## src/sv/gbs_pkg.sv

```systemverilog
// shared types, constants and helpers of the grid bucket corner selector
`default_nettype none
package gbs_pkg;

  localparam int MAX_CELLS  = 1024;
  localparam int MAX_LEVELS = 8;
  localparam int CELL_AW    = $clog2(MAX_CELLS);

  localparam int CMD_W   = 2;
  localparam int X_W     = 12;
  localparam int LVL_W   = 3;
  localparam int SCORE_W = 32;
  localparam int SEL_W   = 10;
  localparam int CSIZE_W = 8;
  localparam int GCOL_W  = 11;
  localparam int CFG_IDX_W  = 2;
  localparam int CFG_DATA_W = 32;

  // input word layout
  localparam int IN_X_LSB     = 0;
  localparam int IN_Y_LSB     = IN_X_LSB + X_W;
  localparam int IN_LVL_LSB   = IN_Y_LSB + X_W;
  localparam int IN_SCORE_LSB = IN_LVL_LSB + LVL_W;
  localparam int IN_SEL_LSB   = IN_SCORE_LSB + SCORE_W;
  localparam int IN_BITS      = IN_SEL_LSB + SEL_W;
  localparam int IN_DATA_W    = ((IN_BITS + 7) / 8) * 8;

  // output word layout
  localparam int OUT_X_LSB     = 0;
  localparam int OUT_Y_LSB     = OUT_X_LSB + X_W;
  localparam int OUT_LVL_LSB   = OUT_Y_LSB + X_W;
  localparam int OUT_SCORE_LSB = OUT_LVL_LSB + LVL_W;
  localparam int OUT_BITS      = OUT_SCORE_LSB + SCORE_W;
  localparam int OUT_DATA_W    = ((OUT_BITS + 7) / 8) * 8;

  // scaled coordinate keeps the bits shifted out so overflow can be seen
  localparam int SHIFT_W = X_W + (1 << LVL_W) - 1;
  localparam int PROD_W  = X_W + GCOL_W;
  localparam int IDX_W   = PROD_W + 1;

  // divider retires two quotient bits per cycle
  localparam int DIV_STEPS = X_W / 2;
  localparam int DIV_CW    = $clog2(DIV_STEPS);

  localparam logic [CMD_W-1:0] CMD_MARK  = 2'd0;
  localparam logic [CMD_W-1:0] CMD_OFFER = 2'd1;
  localparam logic [CMD_W-1:0] CMD_READ  = 2'd2;

  localparam logic [CFG_IDX_W-1:0] REG_CELL_SIZE = 2'd0;
  localparam logic [CFG_IDX_W-1:0] REG_GRID_COLS = 2'd1;
  localparam logic [CFG_IDX_W-1:0] REG_THRESHOLD = 2'd2;

  localparam logic [CSIZE_W-1:0] CELL_SIZE_RST = 8'd16;
  localparam logic [GCOL_W-1:0]  GRID_COLS_RST = 11'd32;

  typedef struct packed {
    logic               occ;
    logic               bval;
    logic [X_W-1:0]     x;
    logic [X_W-1:0]     y;
    logic [LVL_W-1:0]   lvl;
    logic [SCORE_W-1:0] score;
  } entry_t;

  typedef struct packed {
    logic           done;
    logic [X_W-1:0] quo;
  } div_res_t;

  // one restoring step: {quotient bit, new remainder}
  function automatic logic [CSIZE_W:0] div_step(input logic [CSIZE_W-1:0] rem,
                                                input logic b,
                                                input logic [CSIZE_W-1:0] d);
    logic [CSIZE_W:0] trial;
    logic [CSIZE_W:0] diff;
    trial = {rem, b};
    diff  = trial - {1'b0, d};
    if (trial >= {1'b0, d}) begin
      div_step = {1'b1, diff[CSIZE_W-1:0]};
    end else begin
      div_step = {1'b0, trial[CSIZE_W-1:0]};
    end
  endfunction

endpackage
`default_nettype wire

```

## src/sv/gbs_div.sv

```systemverilog
// iterative coordinate divider, two quotient bits per cycle
`default_nettype none
module gbs_div (
  input  wire logic                         clk_i,
  input  wire logic                         rst_ni,
  input  wire logic                         start_i,
  input  wire logic [gbs_pkg::X_W-1:0]      dividend_i,
  input  wire logic [gbs_pkg::CSIZE_W-1:0]  divisor_i,
  output gbs_pkg::div_res_t                 res_o
);

  logic                         busy_q, busy_d;
  logic                         done_q, done_d;
  logic [gbs_pkg::DIV_CW-1:0]   cnt_q, cnt_d;
  logic [gbs_pkg::CSIZE_W-1:0]  rem_q, rem_d;
  logic [gbs_pkg::X_W-1:0]      dvd_q, dvd_d;
  logic [gbs_pkg::CSIZE_W:0]    s1, s2;

  always_comb begin
    s1 = gbs_pkg::div_step(rem_q, dvd_q[gbs_pkg::X_W-1], divisor_i);
    s2 = gbs_pkg::div_step(s1[gbs_pkg::CSIZE_W-1:0], dvd_q[gbs_pkg::X_W-2], divisor_i);
  end

  always_comb begin
    busy_d = busy_q;
    done_d = 1'b0;
    cnt_d  = cnt_q;
    rem_d  = rem_q;
    dvd_d  = dvd_q;
    if (start_i) begin
      busy_d = 1'b1;
      cnt_d  = '0;
      rem_d  = '0;
      dvd_d  = dividend_i;
    end else if (busy_q) begin
      // dividend shifts out at the top while quotient bits enter below
      rem_d = s2[gbs_pkg::CSIZE_W-1:0];
      dvd_d = {dvd_q[gbs_pkg::X_W-3:0], s1[gbs_pkg::CSIZE_W], s2[gbs_pkg::CSIZE_W]};
      cnt_d = cnt_q + 1'b1;
      if (cnt_q == gbs_pkg::DIV_CW'(gbs_pkg::DIV_STEPS - 1)) begin
        busy_d = 1'b0;
        done_d = 1'b1;
      end
    end
  end

  always_ff @(posedge clk_i or negedge rst_ni) begin
    if (!rst_ni) begin
      busy_q <= 1'b0;
      done_q <= 1'b0;
      cnt_q  <= '0;
    end else begin
      busy_q <= busy_d;
      done_q <= done_d;
      cnt_q  <= cnt_d;
    end
  end

  always_ff @(posedge clk_i) begin
    rem_q <= rem_d;
    dvd_q <= dvd_d;
  end

  assign res_o.done = done_q;
  assign res_o.quo  = dvd_q;

endmodule
`default_nettype wire

```

## config.mk

```make
export PLATFORM = sky130hd
export DESIGN_NAME = gbs_div
export DESIGN_NICKNAME = d
export VERILOG_FILES = /design/src/sv/gbs_pkg.sv /design/src/sv/gbs_div.sv
export SDC_FILE = /design/constraint.sdc
export NUM_CORES = 1
export LEC_CHECK = 0
export BUFFER_PORTS_ARGS = -buffer_cell sky130_fd_sc_hd__buf_2
export CAP_MARGIN = 20
export CORE_UTILIZATION = 47
export CTS_CLUSTER_SIZE = 10
export DETAILED_ROUTE_END_ITERATION = 8
export HOLD_SLACK_MARGIN = 0.12
export PLACE_DENSITY_LB_ADDON = 0.1
export SETUP_SLACK_MARGIN = 0.15
export SYNTH_ARGS = -nofsm -noshare
export SYNTH_HDL_FRONTEND = slang
export SYNTH_SLANG_ARGS = --single-unit
```

## constraint.sdc

```tcl
create_clock -name clk_i -period 4.55 [get_ports clk_i]
set_input_delay 0.2275 -clock clk_i [delete_from_list [all_inputs] [get_ports clk_i]]
set_output_delay 0.2275 -clock clk_i [all_outputs]
set_load 0.05 [all_outputs]
```

### Yosys cells after proc, flatten, opt, wreduce, memory -nomap -nowiden

Cells that the tools add are included.
W data, S select, Z words.

| word-level totals | value |
|---|---|
| bits in read-only memories | 0 |
| logic and storage cells | 24 |
| RAM bits | 0 |
| memories | 0 |
| latch bits | 0 |
| flip-flop bits (word level) | 25 |
| output and inout bits | 13 |

| operators by class | value |
|---|---|
| magnitude comparators | 2 |
| reduce and logical (&&, ||, !) cells | 1 |
| bitwise gates (word level) | 0 |
| $mul | 0 |
| divide/modulo/power cells | 0 |
| shift operators | 0 |
| add/sub/neg operators | 3 |
| eq/ne operators | 1 |
| muxes and demuxes | 12 |

Operator list:

| cell | count |
|---|---|
| $mux W12 | 2 |
| $ge A9 B8 Y1 | 2 |
| $mux W9 | 2 |
| $sub A8 B8 Y8 | 2 |
| $mux W1 | 6 |
| $mux W3 | 2 |
| $add A3 B1 Y3 const B | 1 |
| $eq A3 B3 Y1 const B | 1 |
| $reduce_bool A2 Y1 | 1 |

### Longest topological paths before layout

Gate-level depths: netlist of the first run.

| depth | value |
|---|---|
| word-level depth | 6 |
| mapped depth | 17 |
| depth with buffers taken out | 16 |

### Worst setup path before layout of the first run

Ideal clock, no wire load.

| timing | value |
|---|---|
| kind | reg2reg |
| from | reg dvd_q[11] in the netlist's numbering |
| to | reg dvd_q[0] in the netlist's numbering, data pin |
| setup time | 0.262 ns |
| slack | 0.937 ns |
| period minus slack after synthesis | 3.613 ns |
| data required time | 4.288 ns |
| arrival time | 3.351 ns |
| stages on the path, launching flop included | 15 |
| path through | edfxtp_1 > inv_1 > ha_1 > nor2b_1 > o21ai_1 > a221oi_4 > buf_2 > o21ai_0 > ha_1 > a21oi_1 > o21ai_1 > a21o_1 > a21oi_2 > o21ai_4 > mux2_1 |

| on the way | value |
|---|---|
| word-level cells in the longest chain between the ends | 6 |
| elaborated cells on any way between the ends | 7 |

RTL lines:

| what | line | RTL |
|---|---|---|
| from (decl) | gbs_div.sv:16 | `logic [gbs_pkg::X_W-1:0] dvd_q, dvd_d;` |
| from (signal assigned) | gbs_div.sv:61 | `dvd_q <= dvd_d;` |
| $sub A8 B8 Y8 or $ge A9 B8 Y1 (tied branches) | gbs_pkg.sv:77, gbs_pkg.sv:78 |  |
| $mux W9 * | gbs_pkg.sv:78 | `if (trial >= {1'b0, d}) begin` |
| $ge A9 B8 Y1 * | gbs_pkg.sv:78 |  |
| $mux W9 * | gbs_pkg.sv:78 |  |
| $mux W12 * | gbs_div.sv:35 | `end else if (busy_q) begin` |
| $mux W12 * | gbs_div.sv:30 | `if (start_i) begin` |
| net dvd_d (one bit) | gbs_div.sv:16 |  |

The timed path passes the listed nets; every way through them passes the cells marked *. The select of a mux whose other input is x is not followed.
A chain may end at the register's enable or synchronous reset.

### Worst setup path after layout of the first run

| timing | value |
|---|---|
| from | reg rem_q[3] in the netlist's numbering |
| to | reg dvd_q[0] in the netlist's numbering, data pin |

| on the way | value |
|---|---|
| word-level cells in the longest chain between the ends | 6 |
| elaborated cells on any way between the ends | 7 |

RTL lines:

| what | line | RTL |
|---|---|---|
| from (decl) | gbs_div.sv:15 | `logic [gbs_pkg::CSIZE_W-1:0] rem_q, rem_d;` |
| from (signal assigned) | gbs_div.sv:60 | `rem_q <= rem_d;` |
| $sub A8 B8 Y8 or $ge A9 B8 Y1 (tied branches) | gbs_pkg.sv:77, gbs_pkg.sv:78 |  |
| $mux W9 * | gbs_pkg.sv:78 |  |
| $ge A9 B8 Y1 * | gbs_pkg.sv:78 |  |
| $mux W9 * | gbs_pkg.sv:78 |  |
| $mux W12 * | gbs_div.sv:35 |  |
| $mux W12 * | gbs_div.sv:30 |  |
| net dvd_d (one bit) | gbs_div.sv:16 |  |

Marked as above.

==> impl_metrics.env, run 1 <==
export IMPL_status="complete, no violations"
export IMPL_htree_levels=1
export IMPL_core_um2=4000
export IMPL_critPathArrivalTime_ps=3780
export IMPL_die_w_um=66.69
export IMPL_clk_pin_slew_ps=90
export IMPL_via_per_inst=5.171
export IMPL_yosysTopAreaCell="edfxtp_1"
export IMPL_ios=36
export IMPL_drt_iter0_markers=54
export IMPL_critical_path_startpoint="rem_q[3]"
export IMPL_synth_cell_types=43
export IMPL_p_leak_nw=1.020
export IMPL_slew_viol_final=0
export IMPL_cts_sinks=25
export IMPL_layout_nets=280
export IMPL_maxCapViolations=0
export IMPL_cts_tree="done"
export IMPL_syn_area_um2=1967
export IMPL_tightest_slew_ps=705.1
export IMPL_max_vdd_ir_drop_v=0.0003465
export IMPL_grt_overflow=0
export IMPL_hold_violations=0
export IMPL_slowest_stage="a221oi_4"
export IMPL_drive_gt1_share_pct=26.27
export IMPL_place_hpwl_um=2963
export IMPL_ys_seq_elements=25
export IMPL_slew_headroom_pct=53.00
export IMPL_min_delay_start="dividend_i[8]"
export IMPL_antenna_found_initial=0
export IMPL_place_congestion=0.7909
export IMPL_finalClockSkew_ps=4.274
export IMPL_path_class="flip-flop to flip-flop"
export IMPL_synth_seq_area_share_pct=32.82
export IMPL_synth_edff_count=12
export IMPL_firstDrtPassIters=4
export IMPL_syn_inst=204
export IMPL_wirelength_um=3786
export IMPL_cp_required_ps=4570
export IMPL_rsz0062_at_grt="no"
export IMPL_pre_cts_ws_ps=781.3
export IMPL_grt_first_pass_wirelength_um=6216
export IMPL_cts_resized=0
export IMPL_vias=1479
export IMPL_die_height_um=66.69
export IMPL_r2r_start="rem_q[3]"
export IMPL_synth_top_area_share_pct=18.32
export IMPL_root_buffer="clkbuf_8"
export IMPL_grt_start_max_net_pins=27
export IMPL_startpoint_type="flip-flop"
export IMPL_numPortBuffers=35
export IMPL_synthesis_nets=247
export IMPL_tns_ps=0
export IMPL_rows=23
export IMPL_slowest_delay_ps=650
export IMPL_start_util_pct=49.17
export IMPL_dieArea_um2=4448
export IMPL_grt_pass1_vias=1386
export IMPL_setup_violations_final=0
export IMPL_power_total_mw=1.605
export IMPL_drc=0
export IMPL_clock_latency_ps=270
export IMPL_cp_max_fo=16
export IMPL_cellPowerDensity_nw_per_um2=721.3
export IMPL_netlist_top_cells_area="edfxtp_1 18%, ha_1 11%, dfxtp_1 8.1%"
export IMPL_syn2layout_area_growth_pct=13.10
export IMPL_numCtsBuffers=3
export IMPL_cts_path_max_buffers=2
export IMPL_diodes=0
export IMPL_grtUsageTotal_pct=18.54
export IMPL_fmax_mhz=265.8
export IMPL_post_route_min_period_ps=3762
export IMPL_wl_per_cell_um=13.24
export IMPL_period_share_pct=82.67
export IMPL_layout_setup_ws_ps=788.4
export IMPL_drtAntennaViolNets=0
export IMPL_avgSynthCellArea_um2=9.642
export IMPL_crit_chain="ha_1 -> a21oi_2 -> o21ai_2 -> a221oi_4 -> o21ai_0 -> ha_1 -> a21oi_1 -> o21ai_1 -> a21o_1 -> a21oi_2 -> o21ai_4 -> mux2_1"
export IMPL_min_path_type="input pin to flip-flop"
export IMPL_worstSetupEndpointType="flip-flop"
export IMPL_synth_warnings=0
export IMPL_synth_ff_type="edfxtp_1"
export IMPL_ys_async_sr_fraction_pct=20.00
[flip-flops by register name (all words and copies together) (netlist names)]
| signal | count |
|---|---|
| cnt_q | 3 |
| rem_q | 8 |
| done_q | 1 |
| busy_q | 1 |
| dvd_q | 12 |
[synthesized netlist by cell type, types with 2 or more instances]
cell type  instances
nand2_1           18
inv_1             18
a211oi_1           6
xor2_1             3
mux2i_1            7
nand2b_1           2
fa_1               2
a221o_1            2
a22o_1             3
a21o_1             5
or2_2              2
a21oi_1           11
o21ai_0           11
a21oi_2            4
dfxtp_1            8
xnor2_1            9
o21ai_1            2
clkbuf_1           5
dfrtp_1            5
ha_1              18
mux2_2            11
buf_2              2
nand3_1            2
nor2_1            14
edfxtp_1          12
nor2b_1            5
[worst max-delay path, delay by kind of cell, from the launching register on]
family | cells | cell delay, ps
fa+ha+maj | 2 | 730
compound gates | 9 | 2120
mux | 1 | 320
flops | 1 | 350
[cells in the final DEF (no fill, tap or decap), types with 8 or more instances in the layout]
master,count
a21oi_1,11
inv_1,18
xnor2_1,9
o21ai_0,11
dfxtp_1,8
nor2_1,14
buf_2,35
mux2_2,11
edfxtp_1,12
nand2_1,18
ha_1,18
[path summary, 6_finish.rpt]
path                            endpoint  slack, ps  cells after the start
worst min register to register  rem_q[7]        490                      2
worst max-delay path            dvd_q[0]        790                     12
max in group asynchronous         busy_q       4130                      2
worst max register to register  dvd_q[0]        790                     12
worst min-delay path            dvd_q[8]        260                      2
min in group asynchronous       cnt_q[2]        290                      2
[logic make-up (layout without fill, tap and decap cells)]
kind of cell | Yosys count | in the layout | share of synthesized area [%]
multiplexers | 19 | 19 | 10.43
buffers and inverters | 27 | 59 | 5.471
flip-flops | 25 | 25 | 32.82
XOR/XNOR | 12 | 12 | 5.344
adder cells (fa/ha/maj) | 20 | 20 | 13.49
AO/OA/AOI/OAI | 53 | 53 | 21.12
AND/OR/NAND/NOR | 48 | 48 | 11.32
[layout make-up]
class,instances,area [µm²]
Clock buffer,3,41.29
Inverter,19,71.32
Tap cell,50,62.56
Sequential cell,25,645.6
Clock inverter,1,5.005
Multi-Input combinational cell,152,1214
Fill cell,374,1775
Timing Repair Buffer,36,185.2
[stage by stage]
stage | hold WS, ps | instances | instance area, µm² | utilization (%)
after floorplan | -68.09 | 204 | 1967 | -
after global placement | 47.67 | 281 | 2168 | 54.21
after detailed placement | 47.73 | 281 | 2168 | 54.21
after CTS | 246.1 | 286 | 2225 | 55.61
after global routing | 244.3 | 286 | 2225 | 55.61
final | 255.1 | 286 | 2225 | 55.61
[report_power, final]
group	total [mW]	internal, mW	switching, mW
combinational	1.13	0.486	0.643
clock	0.131	0.0613	0.0699
sequential	0.344	0.304	0.0406
[layer usage]
metal	up-vias	share of wire (%)	GRT usage, %
li1	787	-	-
met1	661	51	25.29
met2	27	46	31.19
met3	4	2.0	1.541
met4	0	0.95	4.787
met5	-	0	0
[timing repair]
action | CTS | global route
setup buffers | 0 | 0
endpoints found under the hold margin | 5 | 0
hold buffers | 1 | 0
Power figures use the tool's default switching activity.
==> run 2: changes to the inputs <==
==> constraint.sdc (replaced) <==
create_clock -name clk_i -period 3.15 [get_ports clk_i]
set_input_delay 0.1575 -clock clk_i [delete_from_list [all_inputs] [get_ports clk_i]]
set_output_delay 0.1575 -clock clk_i [all_outputs]
set_load 0.05 [all_outputs]
==> run 2 against run 1 <==
  * The flow now finishes with violations (setup timing)
  * Clock power grew 50%
  * Critical path depth rose by 4
  * Core utilization rose by 16 points
  * Largest power group unchanged
==> impl_metrics.env, run 2 (synthesis results as in run 1) <==
export IMPL_status="complete, but fails checks"
export IMPL_violations="setup timing"
export IMPL_grt_first_pass_wirelength_um=7748
export IMPL_start_util_pct=49.17
export IMPL_layout_nets=337
export IMPL_antenna_found_initial=0
export IMPL_slowest_delay_ps=390
export IMPL_drt_iter0_markers=47
export IMPL_hold_ws_ps=186.1
export IMPL_power_total_mw=3.255
export IMPL_slowest_stage="dfxtp_1"
export IMPL_fmax_mhz=309.0
export IMPL_rsz0062_at_grt="yes"
export IMPL_cts_tree="done"
export IMPL_cts_path_max_buffers=2
export IMPL_grtUsageTotal_pct=23.17
export IMPL_hold_violations=0
export IMPL_maxCapViolations=0
export IMPL_startpoint_type="flip-flop"
export IMPL_p_leak_nw=1.327
export IMPL_clk_pin_slew_ps=90
export IMPL_dpl_cell_count=323
export IMPL_critPathArrivalTime_ps=3440
export IMPL_die_w_um=66.69
export IMPL_cpLargestDelayFamily="compound AO/OA/AOI/OAI gates"
export IMPL_final_common_cell="buf_4"
export IMPL_layout_setup_ws_ps=-86.33
export IMPL_place_hpwl_um=3578
export IMPL_place_congestion=0.8602
export IMPL_firstDrtPassIters=4
export IMPL_clock_latency_ps=270
export IMPL_syn2layout_area_growth_pct=45.04
export IMPL_cp_required_ps=3350
export IMPL_setup_violations_final=8
export IMPL_swShare_pct=44.04
export IMPL_worstPathBufferInverterCount=2
export IMPL_grt_pass1_vias=1766
export IMPL_crit_chain="ha_4 -> buf_4 -> nand2_2 -> nor3_2 -> a221oi_4 -> buf_6 -> nand2_1 -> o21ai_2 -> ha_1 -> a21oi_2 -> o21ai_2 -> a21o_1 -> a21oi_4 -> o21ai_4 -> a221o_1 -> a21oi_2"
export IMPL_drc=0
export IMPL_layout_common_cells="52 x buf_4, 35 x buf_2, 16 x inv_1"
export IMPL_wirelength_um=5009
export IMPL_numCtsBuffers=3
export IMPL_regMostFlops="dvd_q"
export IMPL_finalClockSkew_ps=1.968
export IMPL_reg_largest_list="dvd_q x12, rem_q x8, cnt_q x3"
export IMPL_path_class="flip-flop to flip-flop"
export IMPL_root_buffer="clkbuf_8"
export IMPL_core_um2=4000
export IMPL_min_path_type="input pin to flip-flop"
export IMPL_largest_reg_flops=12
export IMPL_diodes=0
export IMPL_p_comb_share_pct=78.7
export IMPL_dieArea_um2=4448
export IMPL_drive_gt1_share_pct=52.56
export IMPL_cp_max_fo=6
export IMPL_grt_overflow=0
export IMPL_worstSetupEndpointType="flip-flop"
export IMPL_clock_power_share_pct=6.0
export IMPL_slew_viol_final=0
export IMPL_max_vdd_ir_drop_v=0.0005121
export IMPL_period_share_pct=102.7
export IMPL_final_cells=343
export IMPL_p_sw_mw=1.434
export IMPL_cts_sinks=25
export IMPL_grt_start_max_net_pins=27
export IMPL_seq_power_share_pct=15.3
export IMPL_die_height_um=66.69
export IMPL_numPortBuffers=35
export IMPL_vias=1797
export IMPL_p_int_mw=1.822
export IMPL_drtAntennaViolNets=0
export IMPL_htree_levels=1
export IMPL_rows=23
export IMPL_via_per_inst=5.239
export IMPL_tightest_slew_ps=567.9
export IMPL_ios=36
export IMPL_pre_cts_ws_ps=-286.8
export IMPL_post_route_min_period_ps=3236
export IMPL_cellPowerDensity_nw_per_um2=1141
export IMPL_slew_headroom_pct=62.14
export IMPL_wl_per_cell_um=14.60
-- run 2: changes by cell type in the layout (fill, tap and decap cells not counted), moves of 3 or more --
| cell | previous run | this run |
|---|---|---|
| buf_6 | 0 | 4 |
| o21ai_0 | 11 | 3 |
| o21ai_2 | 1 | 7 |
| nand2_2 | 0 | 4 |
| ha_4 | 0 | 5 |
| buf_4 | 0 | 52 |
| ha_1 | 18 | 12 |
| o21ai_1 | 2 | 5 |
| nand2_1 | 18 | 14 |
| a21oi_1 | 11 | 3 |
| a21oi_2 | 4 | 10 |
-- run 2: worst register-to-register path: stages, from the launching register on --
cell      delay (ps)
dfxtp_1          390
ha_4             220
buf_4            140
nand2_2          100
nor3_2            60
a221oi_4         350
buf_6            180
nand2_1           60
o21ai_2           70
ha_1             290
a21oi_2          190
o21ai_2          100
a21o_1           200
a21oi_4          190
o21ai_4          110
a221o_1          390
a21oi_2          140
-- run 2: layer usage --
layer  GRT usage, %  share of wire (%)  vias up
li1               -                  -      896
met1          29.51                 45      861
met2          41.04                 52       36
met3          2.568                2.2        4
met4          6.117               0.64        0
met5              0                  0        -
-- run 2: per-stage QoR --
step	instance area, µm²	util [%]	TNS [ps]
6_report	2853	71.32	-289.2
5_1_grt	2853	71.32	-1464
4_1_cts	2689	67.22	-552.9
3_5_place_dp	2507	62.68	-1671
3_3_place_gp	2507	62.68	-1263
2_1_floorplan	1997	-	-1832
-- run 2: power groups by stage --
stage               combinational [mW]  sequential [mW]  clock [mW]
floorplan                         1.26            0.614           0
global route                      2.74            0.505       0.207
CTS                               2.27            0.489       0.197
global placement                  1.98            0.493           0
detailed placement                2.01            0.493           0
finish                            2.56            0.496       0.196
-- run 2: layout make-up --
type	instances	area, µm²
inverter	19	71.32
timing repair buffer	92	620.6
clock buffer	4	45.04
multi-input combinational	153	1406
sequential	25	646.9
fill	319	1147
tap	50	62.56
-- run 2: worst paths after layout --
path | slack, ps | from | end | cells past startpoint
min in group asynchronous | 220 | rst_ni | cnt_q[0] | 2
min | 190 | dividend_i[6] | dvd_q[6] | 2
min reg2reg | 510 | rem_q[7] | rem_q[7] | 2
max in group asynchronous | 2800 | rst_ni | busy_q | 2
max | -90 | rem_q[3] | rem_q[2] | 16
max reg2reg | -90 | rem_q[3] | rem_q[2] | 16
-- run 2: timing repair --
action / 4_1_cts / 5_1_grt
hold buffers: 1 / 0
hold endpoints to repair: 5 / 0
gates cloned: 2 / 0
setup endpoints to repair: 9 / 9
pin swaps: 16 / 24
setup buffers: 8 / 5
gates resized for setup: 18 / 29
